## config.mk

```make
export PLATFORM = sky130hd
export DESIGN_NAME = dfe_front_flat
export DESIGN_NICKNAME = d
export VERILOG_FILES = /design/src/hw/rtl/dfe_pkg.sv /design/src/hw/rtl/dfe_chan_if.sv /design/src/hw/rtl/dfe_front.sv /design/src/flat_wrapper.sv
export SDC_FILE = /design/constraint.sdc
export NUM_CORES = 1
export LEC_CHECK = 0
export BUFFER_PORTS_ARGS = -buffer_cell sky130_fd_sc_hd__buf_4
export CAP_MARGIN = 10
export CELL_PAD_IN_SITES_DETAIL_PLACEMENT = 0
export CELL_PAD_IN_SITES_GLOBAL_PLACEMENT = 1
export CORE_ASPECT_RATIO = 1.2
export CORE_MARGIN = 8
export CORE_UTILIZATION = 14
export DETAILED_ROUTE_END_ITERATION = 16
export PLACE_DENSITY = 0.91
export SYNTH_ARGS = -nofsm -noshare
export SYNTH_HDL_FRONTEND = slang
export SYNTH_SLANG_ARGS = --single-unit
export TNS_END_PERCENT = 10
```

## constraint.sdc

```tcl
create_clock -name vclk -period 3.7
set_input_delay 0.74 -clock vclk [all_inputs]
set_output_delay 0.74 -clock vclk [all_outputs]
set_load 0.1 [all_outputs]
```

## src/hw/rtl/dfe_pkg.sv

```systemverilog
// dfe_pkg: constants, codes and shared types of the DMX channel fade engine.
// Used by the channel interfaces and by every module of the block.
// No dependencies.
package dfe_pkg;

   // block geometry
   localparam int UNIVERSES    = 4;
   localparam int CHANNELS     = 512;
   localparam int TICK_MS      = 23;

   // transaction field widths
   localparam int CMD_W        = 3;
   localparam int UNI_W        = 2;
   localparam int CHAN_W       = 10;
   localparam int VALUE_W      = 16;
   localparam int DUR_W        = 20;
   localparam int STATUS_W     = 2;
   localparam int CHUNK_W      = 6;
   localparam int BYTES_W      = 64;
   localparam int LEVEL_W      = 8;

   // storage
   localparam int IDX_W        = 9;
   localparam int ADDR_W       = UNI_W + IDX_W;
   localparam int DEPTH        = 2 ** ADDR_W;
   localparam int BYTE_SEL_W   = 3;
   localparam int QUEUE_DEPTH  = 2;
   localparam int QPTR_W       = $clog2(QUEUE_DEPTH);

   // fade arithmetic widths
   localparam int PROD1_W      = LEVEL_W + DUR_W;
   localparam int DIFF_W       = LEVEL_W + 1;
   localparam int PROD2_W      = DIFF_W + DUR_W + 1;
   localparam int NUM_W        = PROD2_W + 1;
   localparam int QBIT_W       = 3;

   // command codes on the request channel
   localparam logic [CMD_W-1:0] CMD_SET      = 3'd0;
   localparam logic [CMD_W-1:0] CMD_FADE     = 3'd1;
   localparam logic [CMD_W-1:0] CMD_BLACKOUT = 3'd2;
   localparam logic [CMD_W-1:0] CMD_FADE_ALL = 3'd3;
   localparam logic [CMD_W-1:0] CMD_TICK     = 3'd4;
   localparam logic [CMD_W-1:0] CMD_READ     = 3'd5;

   // status codes on the response channel
   localparam logic [STATUS_W-1:0] ST_DONE     = 2'd0;
   localparam logic [STATUS_W-1:0] ST_IGNORED  = 2'd1;
   localparam logic [STATUS_W-1:0] ST_INACTIVE = 2'd2;

   typedef enum logic [2:0] {
      OP_SET,
      OP_FADE,
      OP_BLACKOUT,
      OP_FADE_ALL,
      OP_TICK,
      OP_READ,
      OP_UNKNOWN
   } op_code_type;

   // classified command passed from front to back
   typedef struct packed {
      op_code_type        op;
      logic [UNI_W-1:0]   universe;
      logic               uni_ok;
      logic               chan_ok;
      logic [IDX_W-1:0]   index;
      logic [LEVEL_W-1:0] level;
      logic [DUR_W-1:0]   duration;
   } op_type;

   // one channel's stored word
   typedef struct packed {
      logic [LEVEL_W-1:0] level;
      logic               active;
      logic [LEVEL_W-1:0] start;
      logic [LEVEL_W-1:0] target;
      logic [DUR_W-1:0]   elapsed;
      logic [DUR_W-1:0]   length;
   } entry_type;

   typedef enum logic [3:0] {
      S_CLEAR,
      S_IDLE,
      S_DISPATCH,
      S_RMW_RD,
      S_RMW_WR,
      S_SW_RD,
      S_SW_WR,
      S_FR_RD,
      S_FR_DAT,
      S_MUL_A,
      S_MUL_B,
      S_SUM,
      S_DIV,
      S_FR_WR,
      S_EMIT,
      S_RESP
   } back_state_type;

endpackage

```

## src/hw/rtl/dfe_chan_if.sv

```systemverilog
// dfe_chan_if: valid/ready channel interfaces for requests and responses.
// Depends on dfe_pkg for field widths.
interface dfe_req_if;
   import dfe_pkg::*;
   logic                      valid;
   logic                      ready;
   logic [CMD_W-1:0]          command;
   logic [UNI_W-1:0]          universe;
   logic [CHAN_W-1:0]         channel;
   logic signed [VALUE_W-1:0] value;
   logic [DUR_W-1:0]          duration_ms;

   modport source (output valid, command, universe, channel, value, duration_ms,
                   input ready);
   modport sink   (input valid, command, universe, channel, value, duration_ms,
                   output ready);
endinterface


```

## src/hw/rtl/dfe_front.sv

```systemverilog
// dfe_front: accepts request transactions and classifies them into commands.
// Depends on dfe_pkg and dfe_req_if.
module dfe_front (
   dfe_req_if.sink         req_chan,
   input  logic            queue_full,
   output logic            op_push,
   output dfe_pkg::op_type op_data
);
   import dfe_pkg::*;

   assign req_chan.ready = !queue_full;
   assign op_push        = req_chan.valid && !queue_full;

   // decode and range checks
   always_comb begin
      unique case (req_chan.command)
         CMD_SET:      op_data.op = OP_SET;
         CMD_FADE:     op_data.op = OP_FADE;
         CMD_BLACKOUT: op_data.op = OP_BLACKOUT;
         CMD_FADE_ALL: op_data.op = OP_FADE_ALL;
         CMD_TICK:     op_data.op = OP_TICK;
         CMD_READ:     op_data.op = OP_READ;
         default:      op_data.op = OP_UNKNOWN;
      endcase
      op_data.universe = req_chan.universe;
      op_data.uni_ok   = {1'b0, req_chan.universe} < (UNI_W+1)'(UNIVERSES);
      op_data.chan_ok  = (req_chan.channel != '0)
                         && ({1'b0, req_chan.channel} <= (CHAN_W+1)'(CHANNELS));
      op_data.index    = IDX_W'(req_chan.channel - 1'b1);
      // clamp to 0..255
      if (req_chan.value[VALUE_W-1]) begin
         op_data.level = '0;
      end else if (req_chan.value[VALUE_W-2:LEVEL_W] != '0) begin
         op_data.level = '1;
      end else begin
         op_data.level = req_chan.value[LEVEL_W-1:0];
      end
      op_data.duration = req_chan.duration_ms;
   end

endmodule

```

## src/flat_wrapper.sv

```systemverilog
// flat-port wrapper written by rule: the top's interface ports become plain ports
module dfe_front_flat import dfe_pkg::*;
  (queue_full, op_push, op_data, req_chan_valid, req_chan_command, req_chan_universe, req_chan_channel, req_chan_value, req_chan_duration_ms, req_chan_ready);
  dfe_req_if req_chan_i ();
  input  logic queue_full;
  output logic op_push;
  output dfe_pkg::op_type op_data;
  input wire logic [$bits(req_chan_i.valid)-1:0] req_chan_valid;
  input wire logic [$bits(req_chan_i.command)-1:0] req_chan_command;
  input wire logic [$bits(req_chan_i.universe)-1:0] req_chan_universe;
  input wire logic [$bits(req_chan_i.channel)-1:0] req_chan_channel;
  input wire logic [$bits(req_chan_i.value)-1:0] req_chan_value;
  input wire logic [$bits(req_chan_i.duration_ms)-1:0] req_chan_duration_ms;
  output wire logic [$bits(req_chan_i.ready)-1:0] req_chan_ready;
  assign req_chan_i.valid = req_chan_valid;
  assign req_chan_i.command = req_chan_command;
  assign req_chan_i.universe = req_chan_universe;
  assign req_chan_i.channel = req_chan_channel;
  assign req_chan_i.value = req_chan_value;
  assign req_chan_i.duration_ms = req_chan_duration_ms;
  assign req_chan_ready = req_chan_i.ready;
  dfe_front u_core (.req_chan(req_chan_i), .queue_full(queue_full), .op_push(op_push), .op_data(op_data));
endmodule
```

==> run metrics <==
status=complete, no violations; vias per std cell=around 3.8; crit start category=input pin; pwr dens=~250 mW/mm²; DRC Markers=0; hold-fix buffers at CTS=0; first-pass GRT wire length=about 2000 µm; post-CTS setup buffer count=0; Synth area leaders=buf_4 38%, inv_1 9.9%, xor2_1 9.6%; Peak Freq=~320 MHz; post-synthesis xor/xnor area fraction=0.134; crit end category=output port; CP Cell Sequence=buf_4 > inv_1 > ha_1 > or3b_1 > nor3_1 > xor2_2 > buf_4; Final ANT Viol Nets=0; initial antenna violation count=0; TNS Setup=0 ps; Placed Instances=approximately 130; fillcell total=349; Vias=between 500 and 600; Critical Path Slowest Stage Cell=or3b_1; gpl congestion=approximately 0.8; Syn Nets=around 120; critical path data required time=2960 ps; Area Overhead vs Synth=64.9%; Initial Utilization=0.148; IO Port Bufs=between 50 and 60; CP arrival=roughly 2400 ps; Min-Delay Path Class=input pin to output port; Crit path top cell by count=buf_4; P_leak=between 0.4 and 0.5 nW; cell family with the largest share of critical-path delay=simple AND/OR/NAND/NOR gates; detailed-placement wirelength estimate=between 1000 and 1500 µm; number of sequential cells=0; final cell count without fillers=133; register area share after synthesis=0; Distinct cells, synth=21; Max-Cap Viols=0; Tmin final=3100 ps; final WL=1570 µm; vias in the first global route=around 470; Post-Synth Adder-Cell Area=0.0274; unrepaired setup endpoints after global routing=no; cts repair resizes=0; Die ar.=about 0.0054 mm²; crit-path max FO=4; cells after synthesis=69; multi-input combinational cell area=~260 µm²; largest area contributor in the netlist=buf_4; IO Pins=99; drt initial violations=3; worst setup margin=604 ps; simple-gate share of the synthesized area=0.208; mux cell area share after synthesis=0; Tcrit/Tclk final=0.837; final count of hold timing violations=0; ANT cells=0; area share of the largest cell type after synthesis=0.378; drt wl/cell=11.8 µm; main combinational cell family by area after synthesis=buffers and inverters; top-count cell post-synth=buf_4; # rows=22; nets@finish=153; chip width=roughly 68 µm; max-slew violations=0; pin count of the biggest net entering global routing=9; fin util=0.244; IR Drop Worst-Case VDD=around 91 µV; clkbuf count=0; Slowest Stage Delay on Critical Path=460 ps; CP Class=input pin to output port; top cells by count, synth=23 x buf_4, 12 x inv_1, 8 x a21oi_1, 5 x xor2_1; DP Worst Slack=about 590 ps; Post-Syn Area=457 µm²; share of layout cells above drive strength 1=0.629; post-synthesis compound-gate area fraction=0.121; height of the die=roughly 79 µm; GRT Residual Overflow=0; Core Footprint=just over 0.003 mm²; CP bufs+invs=3; Avg Inst Size Synth=6.62 µm²; worst hold slack=1480 ps; GRT Resource Usage Total=0.0455; final setup violation count=0; yosys warns=0; DRT Pass-1 Iters=2; register area=0 µm²
==> cell families after synthesis <==
group,Yosys count
other,1
adder cells (fa/ha/maj),1
XOR/XNOR,7
AND/OR/NAND/NOR,12
buffers and inverters,38
AO/OA/AOI/OAI,10
==> cell type report <==
cell class | count | share of cell area
timing repair buffer | 54 | 0.538
tap | 36 | 0.0598
multi-input combinational | 31 | 0.342
inverter | 12 | 0.0598
==> cells in the final DEF (no fill, tap or decap) <==
master	synthesis	final
nor2b_1	1	1
or3b_1	1	1
nand2_1	1	1
a21boi_0	1	1
nor4_4	1	1
inv_1	12	12
conb_1	1	1
buf_4	23	54
o31ai_1	1	1
nor2_1	2	2
ha_1	1	1
nor4_2	1	1
or4_1	1	1
xnor2_2	0	2
a21oi_1	8	8
xor2_2	0	2
or3_1	1	1
nor3_1	2	2
xor2_1	5	3
or4_4	1	1
==> per-stage QoR <==
step / cell area [µm²] / total power (W)
2_1_floorplan: 487 / 0.000250
3_3_place_gp: 753 / 0.000192
3_5_place_dp: 753 / 0.000193
4_1_cts: 753 / 0.000193
5_1_grt: 753 / 0.000197
6_report: 753 / 0.000191
==> report_power, final <==
| group | switching (W) | internal, W |
|---|---|---|
| combinational | 0.000143 | 0.0000484 |
| clock | 0 | 0 |
| sequential | 0 | 0 |
| total | 0.000143 | 0.0000484 |
==> final timing paths <==
check	startpoint	endpoint	slack, ps	depth (start not counted)
min	req_chan_duration_ms[10]	op_data[10]	1480	0
max	req_chan_channel[0]	op_data[36]	600	7
==> layer usage <==
layer	global-route usage	vias to the layer above	share of wire	routed length [µm]
met5	0	-	0	0
met4	0.0164	0	0.028	44
met3	0.0156	8	0.20	316
met2	0.0762	50	0.43	676
met1	0.0510	202	0.34	537
li1	-	246	-	-
Power figures use the tool's default switching activity.
