===== src/hw/rtl/dfe_pkg.sv =====
// dfe_pkg: constants, codes and shared types of the DMX channel fade engine.
// Used by the channel interfaces and by every module of the block.
// No dependencies.
package dfe_pkg;

   // block geometry
   localparam int UNIVERSES    = 4;
   localparam int CHANNELS     = 512;
   localparam int TICK_MS      = 23;

   // transaction field widths
   localparam int CMD_W        = 3;
   localparam int UNI_W        = 2;
   localparam int CHAN_W       = 10;
   localparam int VALUE_W      = 16;
   localparam int DUR_W        = 20;
   localparam int STATUS_W     = 2;
   localparam int CHUNK_W      = 6;
   localparam int BYTES_W      = 64;
   localparam int LEVEL_W      = 8;

   // storage
   localparam int IDX_W        = 9;
   localparam int ADDR_W       = UNI_W + IDX_W;
   localparam int DEPTH        = 2 ** ADDR_W;
   localparam int BYTE_SEL_W   = 3;
   localparam int QUEUE_DEPTH  = 2;
   localparam int QPTR_W       = $clog2(QUEUE_DEPTH);

   // fade arithmetic widths
   localparam int PROD1_W      = LEVEL_W + DUR_W;
   localparam int DIFF_W       = LEVEL_W + 1;
   localparam int PROD2_W      = DIFF_W + DUR_W + 1;
   localparam int NUM_W        = PROD2_W + 1;
   localparam int QBIT_W       = 3;

   // command codes on the request channel
   localparam logic [CMD_W-1:0] CMD_SET      = 3'd0;
   localparam logic [CMD_W-1:0] CMD_FADE     = 3'd1;
   localparam logic [CMD_W-1:0] CMD_BLACKOUT = 3'd2;
   localparam logic [CMD_W-1:0] CMD_FADE_ALL = 3'd3;
   localparam logic [CMD_W-1:0] CMD_TICK     = 3'd4;
   localparam logic [CMD_W-1:0] CMD_READ     = 3'd5;

   // status codes on the response channel
   localparam logic [STATUS_W-1:0] ST_DONE     = 2'd0;
   localparam logic [STATUS_W-1:0] ST_IGNORED  = 2'd1;
   localparam logic [STATUS_W-1:0] ST_INACTIVE = 2'd2;

   typedef enum logic [2:0] {
      OP_SET,
      OP_FADE,
      OP_BLACKOUT,
      OP_FADE_ALL,
      OP_TICK,
      OP_READ,
      OP_UNKNOWN
   } op_code_type;

   // classified command passed from front to back
   typedef struct packed {
      op_code_type        op;
      logic [UNI_W-1:0]   universe;
      logic               uni_ok;
      logic               chan_ok;
      logic [IDX_W-1:0]   index;
      logic [LEVEL_W-1:0] level;
      logic [DUR_W-1:0]   duration;
   } op_type;

   // one channel's stored word
   typedef struct packed {
      logic [LEVEL_W-1:0] level;
      logic               active;
      logic [LEVEL_W-1:0] start;
      logic [LEVEL_W-1:0] target;
      logic [DUR_W-1:0]   elapsed;
      logic [DUR_W-1:0]   length;
   } entry_type;

   typedef enum logic [3:0] {
      S_CLEAR,
      S_IDLE,
      S_DISPATCH,
      S_RMW_RD,
      S_RMW_WR,
      S_SW_RD,
      S_SW_WR,
      S_FR_RD,
      S_FR_DAT,
      S_MUL_A,
      S_MUL_B,
      S_SUM,
      S_DIV,
      S_FR_WR,
      S_EMIT,
      S_RESP
   } back_state_type;

endpackage


===== src/hw/rtl/dfe_queue.sv =====
// dfe_queue: short command queue between the front and the back.
// Depends on dfe_pkg.
module dfe_queue (
   input  logic            clock,
   input  logic            reset,
   input  logic            push,
   input  dfe_pkg::op_type push_data,
   input  logic            pop,
   output dfe_pkg::op_type pop_data,
   output logic            full,
   output logic            empty
);
   import dfe_pkg::*;

   op_type              slot_ff [QUEUE_DEPTH];
   logic [QPTR_W-1:0]   wr_ptr_ff, wr_ptr_in;
   logic [QPTR_W-1:0]   rd_ptr_ff, rd_ptr_in;
   logic [QPTR_W:0]     count_ff, count_in;

   assign full     = count_ff == (QPTR_W+1)'(QUEUE_DEPTH);
   assign empty    = count_ff == '0;
   assign pop_data = slot_ff[rd_ptr_ff];

   // pointer and fill count
   always_comb begin
      wr_ptr_in = wr_ptr_ff;
      rd_ptr_in = rd_ptr_ff;
      count_in  = count_ff;
      if (push) begin
         wr_ptr_in = (wr_ptr_ff == QPTR_W'(QUEUE_DEPTH-1)) ? '0 : wr_ptr_ff + 1'b1;
      end
      if (pop) begin
         rd_ptr_in = (rd_ptr_ff == QPTR_W'(QUEUE_DEPTH-1)) ? '0 : rd_ptr_ff + 1'b1;
      end
      if (push && !pop) begin
         count_in = count_ff + 1'b1;
      end else if (pop && !push) begin
         count_in = count_ff - 1'b1;
      end
   end

   always_ff @(posedge clock) begin
      if (reset) begin
         wr_ptr_ff <= '0;
         rd_ptr_ff <= '0;
         count_ff  <= '0;
      end else begin
         wr_ptr_ff <= wr_ptr_in;
         rd_ptr_ff <= rd_ptr_in;
         count_ff  <= count_in;
      end
   end

   always_ff @(posedge clock) begin
      if (push) begin
         slot_ff[wr_ptr_ff] <= push_data;
      end
   end

endmodule


===== config.mk =====
export PLATFORM = sky130hd
export DESIGN_NAME = dfe_queue
export DESIGN_NICKNAME = d
export VERILOG_FILES = /design/src/hw/rtl/dfe_pkg.sv /design/src/hw/rtl/dfe_queue.sv
export SDC_FILE = /design/constraint.sdc
export NUM_CORES = 1
export LEC_CHECK = 0
export ABC_AREA = 1
export BUFFER_PORTS_ARGS = -buffer_cell sky130_fd_sc_hd__buf_2
export CORE_MARGIN = 5
export CORE_UTILIZATION = 50
export CTS_BUF_LIST = sky130_fd_sc_hd__clkbuf_4 sky130_fd_sc_hd__clkbuf_8
export CTS_CLUSTER_DIAMETER = 120
export DETAILED_ROUTE_END_ITERATION = 7
export GPL_ROUTABILITY_DRIVEN = 0
export GPL_TIMING_DRIVEN = 0
export PLACE_DENSITY = 0.76
export SLEW_MARGIN = 20
export SYNTH_ARGS = -nofsm -noshare
export SYNTH_HDL_FRONTEND = slang
export SYNTH_SLANG_ARGS = --single-unit
export TNS_END_PERCENT = 20

===== constraint.sdc =====
create_clock -name clock -period 4.8 [get_ports clock]
set_clock_uncertainty 0.15 [all_clocks]
set_input_delay 0.96 -clock clock [delete_from_list [all_inputs] [get_ports clock]]
set_output_delay 0.96 -clock clock [all_outputs]
set_load 0.005 [all_outputs]

==> results of run 1 <==
==> power breakdown <==
group          leakage (nW)  internal [mW]  total (mW)  switching (mW)
clock                 0.116          0.344       0.596           0.252
combinational         0.833          0.124       0.215          0.0911
sequential            0.868          0.936       0.948          0.0124
==> cell usage after synthesis <==
| library cell | instances | area [um^2] |
|---|---|---|
| buf_12 | 4 | 80.1 |
| edfxtp_1 | 88 | 2640 |
| dfxtp_1 | 5 | 100 |
| nand2_1 | 5 | 18.8 |
| ha_1 | 1 | 12.5 |
| mux2_2 | 4 | 45.0 |
| a21oi_1 | 1 | 5.00 |
| nor3_1 | 1 | 5.00 |
| xnor2_1 | 1 | 8.76 |
| mux2_4 | 40 | 601 |
| buf_6 | 1 | 11.3 |
| nand3_1 | 1 | 5.00 |
| o21ai_0 | 1 | 5.00 |
| nor2_1 | 7 | 26.3 |
| nand4_1 | 1 | 6.26 |
| inv_1 | 9 | 33.8 |
==> worst max path at each step <==
stage          startpoint                       end  slack, ps  depth (start not counted)
3_3_place_gp         push  slot_ff[0][31]$_DFFE_PP_        180                          3
3_5_place_dp         push  slot_ff[0][31]$_DFFE_PP_       2340                          4
5_1_grt         flip-flop              pop_data[31]       2160                          4
6_report        flip-flop              pop_data[11]       2250                          4
2_1_floorplan        push   slot_ff[0][0]$_DFFE_PP_       1350                          2
4_1_cts         flip-flop              pop_data[32]       2220                          4
==> worst reg2reg max path, cell delays in order (launching register included) <==
cell	delay, ps
dfxtp_1	400
nand2_1	80
inv_2	490
buf_16	240
==> metal layers <==
metal | share of wire | routed length, um
met5 | 0 | 0
met4 | 0.018 | 102
met3 | 0.058 | 340
met2 | 0.56 | 3230
met1 | 0.37 | 2140
==> through the flow <==
step	area [um^2]	util	power, mW	std cells
4_1_cts	4490	0.630	1.78	379
3_3_place_gp	4200	0.588	1.17	362
6_report	4490	0.630	1.76	379
5_1_grt	4490	0.630	1.84	379
2_1_floorplan	3610	-	1.10	170
3_5_place_dp	4260	0.597	1.19	364
==> final cells by class <==
| class | instances | area, um^2 | area share |
|---|---|---|---|
| Inverter | 9 | 33.8 | 0.00752 |
| Multi-Input combinational cell | 63 | 746 | 0.166 |
| Clock inverter | 6 | 111 | 0.0248 |
| Sequential cell | 93 | 2740 | 0.610 |
| Timing Repair Buffer | 95 | 520 | 0.116 |
| Buffer | 5 | 91.3 | 0.0203 |
| Clock buffer | 9 | 124 | 0.0276 |
| Tap cell | 99 | 124 | 0.0276 |
==> sequential cells by signal (all words and copies together) (netlist names), named ones only <==
signal / count
wr_ptr_ff: 1
slot_ff: 88
count_ff: 2
rd_ptr_ff: 1
==> kinds of logic after synthesis <==
| logic type | after synthesis | share of synthesized area |
|---|---|---|
| AOI/OAI and AO/OA | 2 | 0.00277 |
| buffers and inverters | 14 | 0.0347 |
| DFF | 93 | 0.761 |
| muxes | 44 | 0.179 |
| xor gates and xnor gates | 1 | 0.00243 |
| and+or+nand+nor | 15 | 0.0170 |
| adders and majority gates | 1 | 0.00347 |
==> results, run 1 <==
- The flow ran to the end, and the final reports show no timing, DRC or antenna violations.
- The via count of the first global-routing pass is ~1900.
- The slew at the pin closest to its max-slew limit is roughly 740 ps.
- Summed over all cells, the static leakage comes to roughly 1.8 nW.
- The reg-to-reg startpoint is wr_ptr_ff$_SDFFE_PP0P_.
- The worst setup path is captured at an output port.
- The final count of pins violating max slew came to 0.
- The least setup slack across all paths after layout is ~2300 ps.
- CTS saw 93 sinks.
- The largest net degree at the start of global routing is 28.
- Hold is met by between 300 and 400 ps.
- The final critical-path required period is 2550 ps.
- The count of fill cells added during filler insertion is around 540.
- The power density over the cells is around 390 nW/um^2.
- The largest buffer count on any clock path is 2.
- The worst-case setup slack after placement is 2340 ps.
- The synthesized instance count is between 150 and 200.
- The post-CTS setup-driven buffer insertion count is 0.
- Along the worst hold path, the cell count comes to 2.
- The CTS tree is built.
- The synthesized design contains between 90 and 100 register bits.
- The number of H-tree levels is 3.
- The final layout contains approximately 330 nets.
- Setup repair after global routing left no endpoint under its margin.
- The critical path in this run is classified as flip-flop to output port.
- From bottom edge to top edge, the die measures 94.9 um.
- The diode insertion count for antenna repair is 0.
- Of the synthesized area, sequential elements account for 0.761.
- The clock input transition at the sequential cells of the worst setup and hold paths is about 80 ps.
- For this run, global-route usage on met2 was measured as 0.248.
- The count of buffer and inverter cells on the critical path is 3.
- The worst register-to-register path has a depth of 3.
- The detailed-placement wirelength estimate is 4140 um.
- The layout overhead on the synthesized area is 24.6%.
- The tree is rooted in a clkbuf_8.
- In this run the count of I/O pins placed on the die edge is 94.
- Buffers inserted during clock tree synthesis total 9.
- IR analysis of the VDD net gives a maximum drop of ~0.31 mV.
- The signal on the critical path passes through buf_6 -> buf_12 -> mux2_4 -> buf_2.
- Once the clock tree was built, the resizer swapped 0 gates to a different size.
- The wire length of the first global-routing pass is around 9000 um.
- The max-cap check violation count is 0.
- Adding up every negative setup slack in the final design gives 0 ps.
- The maximum single-stage delay on the critical path is 330 ps.
- The total routed wirelength is between 5000 and 6000 um.
- The layer flagged by global routing as most heavily used is met2.
- The number of input and output port buffers inserted is between 90 and 100.
- In the routed layout, each cell is associated on average with a via count of 4.71.
- For this run, the total global-route usage over all layers was measured as 0.138.
- The placeable core region is between 7000 and 8000 um^2.
- When the netlist entered floorplanning its net count stood at 219.
- The detailed router finished its first iteration with 57 violations.
- The setup-violating endpoint count in the final report is 0.
- In the layout the commonest cells are buf_2, edfxtp_1, mux2_4.
- The pre-antenna-repair detailed-routing pass consisted of 4 iterations.
- The worst hold path terminates at count_ff[0]$_SDFFE_PP0P_.
- The Yosys step of the flow raised 0 warnings.
- The startpoint identified for the worst hold timing path is count_ff[0]$_SDFFE_PP0P_.
- In this run the worst path has a maximum fanout of 10.
- Of the available clock period, the critical path in the final layout requires 0.530.
- The die width is 94.9 um.
- Averaged over all synthesized cells, the footprint is 21.2 um^2.
- The number of antenna violations at the first check in global routing came to 0.
- The final count of hold timing violations is 0.
- The worst relative slew slack is 0.507.
- After synthesis the cells add up to roughly 3600 um^2.
- The type of the worst min-delay path is flip-flop to flip-flop.
- STA classifies the critical path startpoint as a flip-flop.
- The critical-path cell with the highest stage delay is dfxtp_1.
- For this run, global-route usage on met3 was measured as 0.0359.
- The data required time at the worst endpoint is 3690 ps.
- Based on the critical path, the design can be clocked at up to roughly 390 MHz.
- Leaving out fill and tap cells, the most frequent cell in the layout is buf_2.
- The total overflow left after global routing is 0.
- The area enclosed by the die boundary is about 9000 um^2.
- The number of different library cells in the post-synthesis netlist is 16.
- The capture instance of the worst register-to-register path is slot_ff[1][43]$_DFFE_PP_.
- The critical path arrival is roughly 1400 ps.
- The total via count after detailed routing is 1784.
- Dividing the detail-routed wire length by the instance count gives approximately 15 um.
- The routing usage on met1 is 0.151.
- Row generation in the floorplan step produced 31 rows.
- In this run the register-to-register setup slack is 3140 ps.
- The share of post-route cells with drive strength above 1 is 0.575.
- The cell class contributing the biggest share of worst-path delay is buffers and inverters.
- The initial utilization of the core area, before any placement, comes to 0.505.
- Once detail routing completed, the nets flagged for antenna violations numbered 0.
- Clock latency on the worst-skew pair, taken at its later pin, is 330 ps.
- Buffers inserted to repair hold after CTS numbered 0.
- For this run, design rule violations remaining after detail routing come to 0.
Note: power is estimated with default switching activity, not from simulation.
==> run 2, diff against run 1 <==
clock period = 2.51 ns   (was 4.8 ns; I/O delays follow)
==> run 2 against run 1 <==
Against the previous run:
- highest routed layer unchanged
- global-route usage grew 0.32 points
- setup slack lost 1800 ps
- largest cell class unchanged
- die area is the same
- critical path depth is the same
- sequential cell count is the same
- via count grew 2.4%
- sequential share of layout area grew 0.48 points
==> results, run 2 (same netlist as run 1, synthesis figures left out) <==
- Outcome: finished clean (unchanged).
- The slew at the pin closest to its max-slew limit was 619 ps (was 738 ps).
- The detailed-route DRC error count is 0 (unchanged).
- The final count of hold timing violations is 0 (unchanged).
- The portion of the clock cycle consumed by the worst path in the final layout is 0.838.
- The hold-fix buffer count after cts came to 0 (unchanged).
- The layout overhead on the synthesized area came to 23.6% (was 24.6%).
- The total global-route track usage was 0.141 (was 0.138).
- The worst relative slew slack is 0.586 (was 0.507).
- Registers with the most flip-flops: slot_ff x88, count_ff x2 (unchanged).
- The data required time at the worst endpoint is 1860 ps (was 3690 ps).
- The detailed-placement wirelength estimate was 4350 um (was 4140 um).
- The count of cells resized by post-cts repair is 0 (unchanged).
- The initial detailed-routing violation count is 83 (was 57).
- The number of flip-flops under the largest register name is 88 (unchanged).
- The share of post-route cells with drive strength above 1 is 0.573 (was 0.575).
- The largest register by flop count is slot_ff (unchanged).
- The startpoint class of the critical path is a flip-flop (unchanged).
- The number of H-tree levels is 3 (unchanged).
- The worst hold margin is 181 ps (was 397 ps).
- The post-CTS setup-driven buffer insertion count was 0 (unchanged).
- The placeable core region was 7140 um^2 (unchanged).
- The total routed wirelength is 6060 um (was 5810 um).
- The number of search-and-repair iterations in the first detailed-routing pass came to 4 (unchanged).
- The total design power is 3.22 mW (was 1.76 mW).
- The type of the setup path with the least slack is flip-flop to output port (unchanged).
- The vertical extent of the die is 94.9 um (unchanged).
- The total global routing overflow is 0 (unchanged).
- Leading cell types in the layout, fill and taps excluded: buf_2, edfxtp_1, mux2_4 (unchanged).
- The count of fill cells added during filler insertion is 550 (was 539).
- The number of primary I/O pins is 94 (unchanged).
- The worst path needs roughly 2100 ps of the cycle, external delays included.
- The number of antenna-violating nets in the routed design is 0 (unchanged).
- The wire length of the first global-routing pass was 9210 um (was 9060 um).
- The share of the core filled with cells is 0.625 (was 0.630).
- The largest vdd supply drop is 0.399 mV (was 0.307 mV).
- The final count of pins violating max slew is 0 (unchanged).
- The setup-violating endpoint count in the final report came to 0 (unchanged).
- The post-detailed-route wirelength per cell is 16.0 um (was 15.3 um).
- The effective utilization at floorplan was 0.505 (unchanged).
- The capturing element type of the critical path is an output port (unchanged).
- The total via count after detailed routing is 1827 (was 1784).
- The max-cap check violation count is 0 (unchanged).
- The number of input and output port buffers inserted came to 93 (unchanged).
- The count of standard-cell rows was 31 (unchanged).
- The via-per-instance ratio came to 4.81 (was 4.71).
- The top fanout value on the critical path was 10 (unchanged).
- The largest net degree at the start of global routing came to 28 (unchanged).
- The top achievable clock speed is around 480 MHz.
- The type of the worst min-delay path is input port to flip-flop (was flip-flop to flip-flop).
- The clock input transition at the sequential cells of the worst setup and hold paths was 100 ps (was 80 ps).
- The most frequent standard cell in the layout excluding fill and tap cells is buf_2 (unchanged).
- The die width came to 94.9 um (unchanged).
- The least setup slack across all paths after layout is 405 ps (was 2250 ps).
- The diode insertion count for antenna repair is 0 (unchanged).
- The power density over the cells came to 723 nW/um^2 (was 391 nW/um^2).
- The critical path arrival is 1450 ps (was 1440 ps).
- The via count of the first global-routing pass is 1938 (was 1872).
- The area of combinational cells with multiple inputs was 746 um^2 (unchanged).
- The number of antenna violations at the first check in global routing is 0 (unchanged).
- The worst-case setup slack after placement came to 575 ps (was 2340 ps).
- The CTS tree is built (unchanged).
- Setup repair after global routing missed its margin: false (unchanged).
- The root buffer cell is clkbuf_8 (unchanged).
- The static power due to leakage was 1.80 nW (was 1.82 nW).
- The number of nets in the final layout is 325 (unchanged).
- The register cell area after layout is 2740 um^2 (unchanged).
- The insertion delay to the later sink of the worst-skew pair is 350 ps (was 330 ps).
- The area enclosed by the die boundary is 9010 um^2 (unchanged).
- The largest buffer count on any clock path is 2 (unchanged).
- The number of clock buffers inserted by TritonCTS was 9 (unchanged).
- The count of clock tree sinks is 93 (unchanged).
-- run 2: cell types whose count changed in the layout (fill, tap and decap cells not counted) --
cell	delta
clkinv_4	+1
buf_12	+1
clkinv_8	+1
clkinv_2	-1
buf_16	-1
clkinv_1	+1
inv_6	+1
bufinv_16	-2
-- run 2: path summary, 6_finish.rpt --
path	from	endpoint	slack, ps	cells after the start
worst min-delay path	push_data[29]	slot_ff[1][29]$_DFFE_PP_	180	1
worst min register to register	rd_ptr_ff$_SDFFE_PP0P_	rd_ptr_ff$_SDFFE_PP0P_	380	2
worst max-delay path	flip-flop	pop_data[18]	410	4
worst max register to register	wr_ptr_ff$_SDFFE_PP0P_	slot_ff[1][7]$_DFFE_PP_	880	3
-- run 2: power by group --
part / internal [mW] / leakage, nW / switching (mW)
combinational: 0.235 / 0.830 / 0.176
clock: 0.474 / 0.101 / 0.525
sequential: 1.79 / 0.868 / 0.0237
total: 2.50 / 1.80 / 0.725
-- run 2: stage by stage --
| stage | area (um^2) | std cells | TNS (ps) |
|---|---|---|---|
| after global placement | 4200 | 362 | -21160 |
| final | 4460 | 380 | 0 |
| after CTS | 4460 | 380 | 0 |
| after global routing | 4460 | 380 | 0 |
| after floorplan | 3610 | 170 | 0 |
| after detailed placement | 4250 | 364 | 0 |
-- run 2: cell type report --
cell class                 instances  area share
inverter                           9     0.00758
multi-input combinational         63       0.167
clock inverter                     7      0.0188
timing repair buffer              95       0.115
clock buffer                       9      0.0278
buffer                             5      0.0205
tap                               99      0.0278
sequential                        93       0.615
-- run 2: per-layer routing --
| layer | up-vias | track usage | part of all wire |
|---|---|---|---|
| met5 | - | 0 | 0 |
| met4 | 0 | 0.0757 | 0.023 |
| met3 | 12 | 0.0287 | 0.054 |
| met2 | 53 | 0.258 | 0.55 |
| met1 | 901 | 0.152 | 0.37 |
| li1 | 861 | - | - |
-- run 2: worst max-delay path, stage by stage (launching register included) --
cell and delay (ps):
dfxtp_1 330, buf_6 180, buf_12 160, mux2_4 300, buf_2 130
==> run 3, diff against run 2 <==
ABC_AREA = 0   (was 1)
PLACE_DENSITY = 0.77   (was 0.76)
clock period = 2 ns   (was 2.51 ns; I/O delays follow)
==> run 3 against run 2 <==
Against the previous run:
- the flow now finishes with violations (negative setup slack)
- cell area increased by 1.5%
- area after synthesis shrank 6.2%
- clock power rose by 25%
- utilization is 5.3 points higher
- die area decreased by 5.6%
- register-to-register slack worse by 540 ps
- critical path type unchanged
==> results, run 3 <==
- The maximum single-stage delay on the critical path is 350 ps (was 330 ps).
- The reg-to-reg startpoint was wr_ptr_ff$_SDFFE_PP0P_ (unchanged).
- The number of nets in the final layout is 317 (was 325).
- The share of the core filled with cells is 0.678 (was 0.625).
- The number of antenna-violating nets in the routed design is 0 (unchanged).
- The final count of pins violating max slew is 0 (unchanged).
- The global routing met3 resource utilization is 0.0722 (was 0.0287).
- The number of search-and-repair iterations in the first detailed-routing pass is 4 (unchanged).
- The startpoint class of the critical path is a flip-flop (unchanged).
- The total global routing overflow is 0 (unchanged).
- The length in cells of the worst reg-to-reg path is 2 (was 3).
- The via count of the first global-routing pass is 1898 (was 1938).
- The count of flip-flops with a built-in enable after synthesis is 88 (unchanged).
- The least setup slack across all paths after layout is -8.33 ps (was 405 ps).
- The fraction of synthesized cell area taken by the top area cell type is 0.782 (was 0.733).
- The synthesized instance count is 159 (was 170).
- The post-route non-filler standard cell count is 353 (was 380).
- The insertion delay to the later sink of the worst-skew pair is 350 ps (about the same).
- The number of warnings reported in the yosys synthesis log is 0 (unchanged).
- The total global-route track usage was 0.142 (was 0.141).
- The top fanout value on the critical path is 10 (unchanged).
- The post-route standard cell area excluding fillers came to 4530 um^2 (was 4460 um^2).
- The count of buffer and inverter cells on the critical path is 3 (unchanged).
- Leading cell types in the layout, fill and taps excluded: edfxtp_1, buf_2, mux2_2 (was buf_2, edfxtp_1, mux2_4).
- The critical path arrival was 1460 ps (was 1450 ps).
- The most frequent standard cell in the layout excluding fill and tap cells is edfxtp_1 (was buf_2).
- The root buffer cell is clkbuf_8 (unchanged).
- The final count of hold timing violations is 0 (unchanged).
- The data required time at the worst endpoint came to 1450 ps (was 1860 ps).
- The share of async-settable or async-resettable flops after synthesis is 0 (unchanged).
- The layer carrying the most global-route usage is met2 (unchanged).
- The cell class contributing the biggest share of worst-path delay was buffers and inverters (unchanged).
- The largest buffer count on any clock path was 2 (unchanged).
- The slew at the pin closest to its max-slew limit is 560 ps (was 619 ps).
- The total design power came to 4.15 mW (was 3.22 mW).
- The number of primary I/O pins came to 94 (unchanged).
- The setup-violating endpoint count in the final report is 1 (was 0).
- The power density over the cells is 916 nW/um^2 (was 723 nW/um^2).
- The library cell occupying the most area in the post-synthesis netlist is edfxtp_1 (unchanged).
- The worst hold margin came to 88.5 ps (was 181 ps).
- The number of H-tree levels is 3 (unchanged).
- The number of flip-flops under the largest register name is 88 (unchanged).
- The max-cap check violation count was 0 (unchanged).
- The end point of the critical path is pop_data[26] (was pop_data[18]).
- The wire length of the first global-routing pass is 9180 um (was 9210 um).
- The capture instance of the worst register-to-register path was slot_ff[1][3]$_DFFE_PP_ (was slot_ff[1][7]$_DFFE_PP_).
- The largest vdd supply drop is 0.681 mV (was 0.399 mV).
- The count of clock tree sinks was 93 (unchanged).
- The detailed-placement wirelength estimate is 3940 um (was 4350 um).
- The vertical extent of the die is 92.2 um (was 94.9 um).
- The number of nets produced by synthesis is 208 (was 219).
- The number of gates on the worst path with buffers counted is 4 (unchanged).
- The clock input transition at the sequential cells of the worst setup and hold paths was 100 ps (about the same).
- The global-route met2 utilization is 0.230 (was 0.258).
- The diode insertion count for antenna repair is 0 (unchanged).
- The setup TNS is -8.33 ps (was 0 ps).
- The capturing element type of the critical path was an output port (unchanged).
- The standard cell area after detailed placement is 4030 um^2 (was 4250 um^2).
- The total via count after detailed routing is 1749 (was 1827).
- The die width is 92.2 um (was 94.9 um).
- The type of the worst min-delay path is input port to flip-flop (unchanged).
- The largest net degree at the start of global routing was 25 (was 28).
- The largest register by flop count is slot_ff (unchanged).
- The final reports fail on negative setup slack.
- The top achievable clock speed is 498 MHz.
- The flip-flop and latch count after synthesis was 93 (unchanged).
- The critical-path cell with the highest stage delay is dfxtp_2 (was dfxtp_1).
- The post-synthesis sequential area ratio is 0.811 (was 0.761).
- Of the available clock period, the critical path in the final layout requires 1.00.
- Synth top area cells: edfxtp_1, mux2_2, dfxtp_1, buf_4, nor2_1 (was edfxtp_1, mux2_4, dfxtp_1, buf_12, mux2_2).
- The static power due to leakage came to 1.77 nW (was 1.80 nW).
- The number of instances in the placed design came to 335 (was 364).
- Critical-path cell list: buf_12 -> buf_12 -> mux2_2 -> buf_2 (was buf_6 -> buf_12 -> mux2_4 -> buf_2).
- The hold-fix buffer count after cts is 0 (unchanged).
- The post-detailed-route wirelength per cell is 17.0 um (was 16.0 um).
- Registers with the most flip-flops: slot_ff x88, count_ff x2 (unchanged).
- The via-per-instance ratio is 4.95 (was 4.81).
- The worst-case setup slack after placement is 197 ps (was 575 ps).
- The most used standard cell by instance count after synthesis is edfxtp_1 (unchanged).
- The detailed-route DRC error count was 0 (unchanged).
- The dominant synthesized flop cell is edfxtp_1 (unchanged).
- The final critical-path required period is about 2000 ps.
- The post-synthesis average cell area is 21.3 um^2 (was 21.2 um^2).
- Outcome: finished with violations (was finished clean).
- The type of the setup path with the least slack is flip-flop to output port (unchanged).
- The number of different library cells in the post-synthesis netlist is 16 (unchanged).
- The routing usage on met1 is 0.168 (was 0.152).
- The layout overhead on the synthesized area is 33.9% (was 23.6%).
- The initial detailed-routing violation count is 50 (was 83).
- The total routed wirelength is 6010 um (was 6060 um).
- The worst relative slew slack came to 0.626 (was 0.586).
- The netlist area before placement is 3380 um^2 (was 3610 um^2).
- The area enclosed by the die boundary is 8510 um^2 (was 9010 um^2).
- The number of clock buffers inserted by TritonCTS is 9 (unchanged).
- The number of input and output port buffers inserted is 93 (unchanged).
- Top cell types by occurrence after synthesis: edfxtp_1, mux2_2, dfxtp_1, nor2_1, buf_4 (was edfxtp_1, mux2_4, inv_1).
- The CTS tree is built (unchanged).
- Setup repair after global routing missed its margin: true (was false).
- The effective utilization at floorplan is 0.506 (was 0.505).
- The most numerous cell type found on the critical path is buf_12.
- The count of standard-cell rows is 30 (was 31).
- The share of post-route cells with drive strength above 1 is 0.612 (was 0.573).
- The number of antenna violations at the first check in global routing came to 0 (unchanged).
- The placeable core region came to 6680 um^2 (was 7140 um^2).
- The worst-case register-to-register setup slack came to 340 ps (was 880 ps).
## run 3: repair_timing
| action | CTS | global route |
|---|---|---|
| gates cloned | 0 | 1 |
| buffers inserted | 1 | 0 |
| resized for setup | 18 | 39 |
| setup endpoints to repair | 40 | 43 |
## run 3: worst min-delay path by stage
stage	startpoint	end	slack (ps)	cells after the start
floorplan	count_ff[1]$_SDFFE_PP0P_	count_ff[1]$_SDFFE_PP0P_	310	2
global route	push_data[40]	slot_ff[0][40]$_DFFE_PP_	60	1
CTS	push_data[40]	slot_ff[0][40]$_DFFE_PP_	60	1
detailed placement	rd_ptr_ff$_SDFFE_PP0P_	flip-flop	360	2
finish	push_data[40]	slot_ff[0][40]$_DFFE_PP_	90	1
global placement	count_ff[1]$_SDFFE_PP0P_	count_ff[1]$_SDFFE_PP0P_	330	2
## run 3: routing by layer
metal	vias up	part of all wire
met1	839	0.41
met5	-	0
met3	2	0.10
met2	78	0.49
li1	830	-
met4	0	0.0020
## run 3: final cells by class
class                   instances  area, um^2
flip-flops and latches         93        2740
fillers                       466        2150
repair buffers                 98         693
multi-input cells              60         687
clock buffers                  11         145
well taps                      80         100
plain buffers                   5        95.1
clock inverters                 5        58.8
inverters                       1        3.75
## run 3: power by group
group / leakage [nW] / total [mW] / switching (mW) / internal (mW)
Clock: 0.0994 / 1.25 / 0.617 / 0.629
Sequential: 0.868 / 2.30 / 0.0338 / 2.26
Combinational: 0.801 / 0.602 / 0.243 / 0.359
## run 3: cells by family after synthesis
group / count (synthesis) / share of synthesized area
flops: 93 / 0.811
compound gates: 2 / 0.00296
buf+inv: 6 / 0.0115
mux: 44 / 0.147
fa+ha+maj: 1 / 0.00370
xor+xnor: 4 / 0.0104
simple gates: 9 / 0.0137
## run 3: worst reg2reg max path, cell delays in order, from the launching register on
cell and delay [ps]:
dfxtp_1 410, and2_2 540, buf_16 250
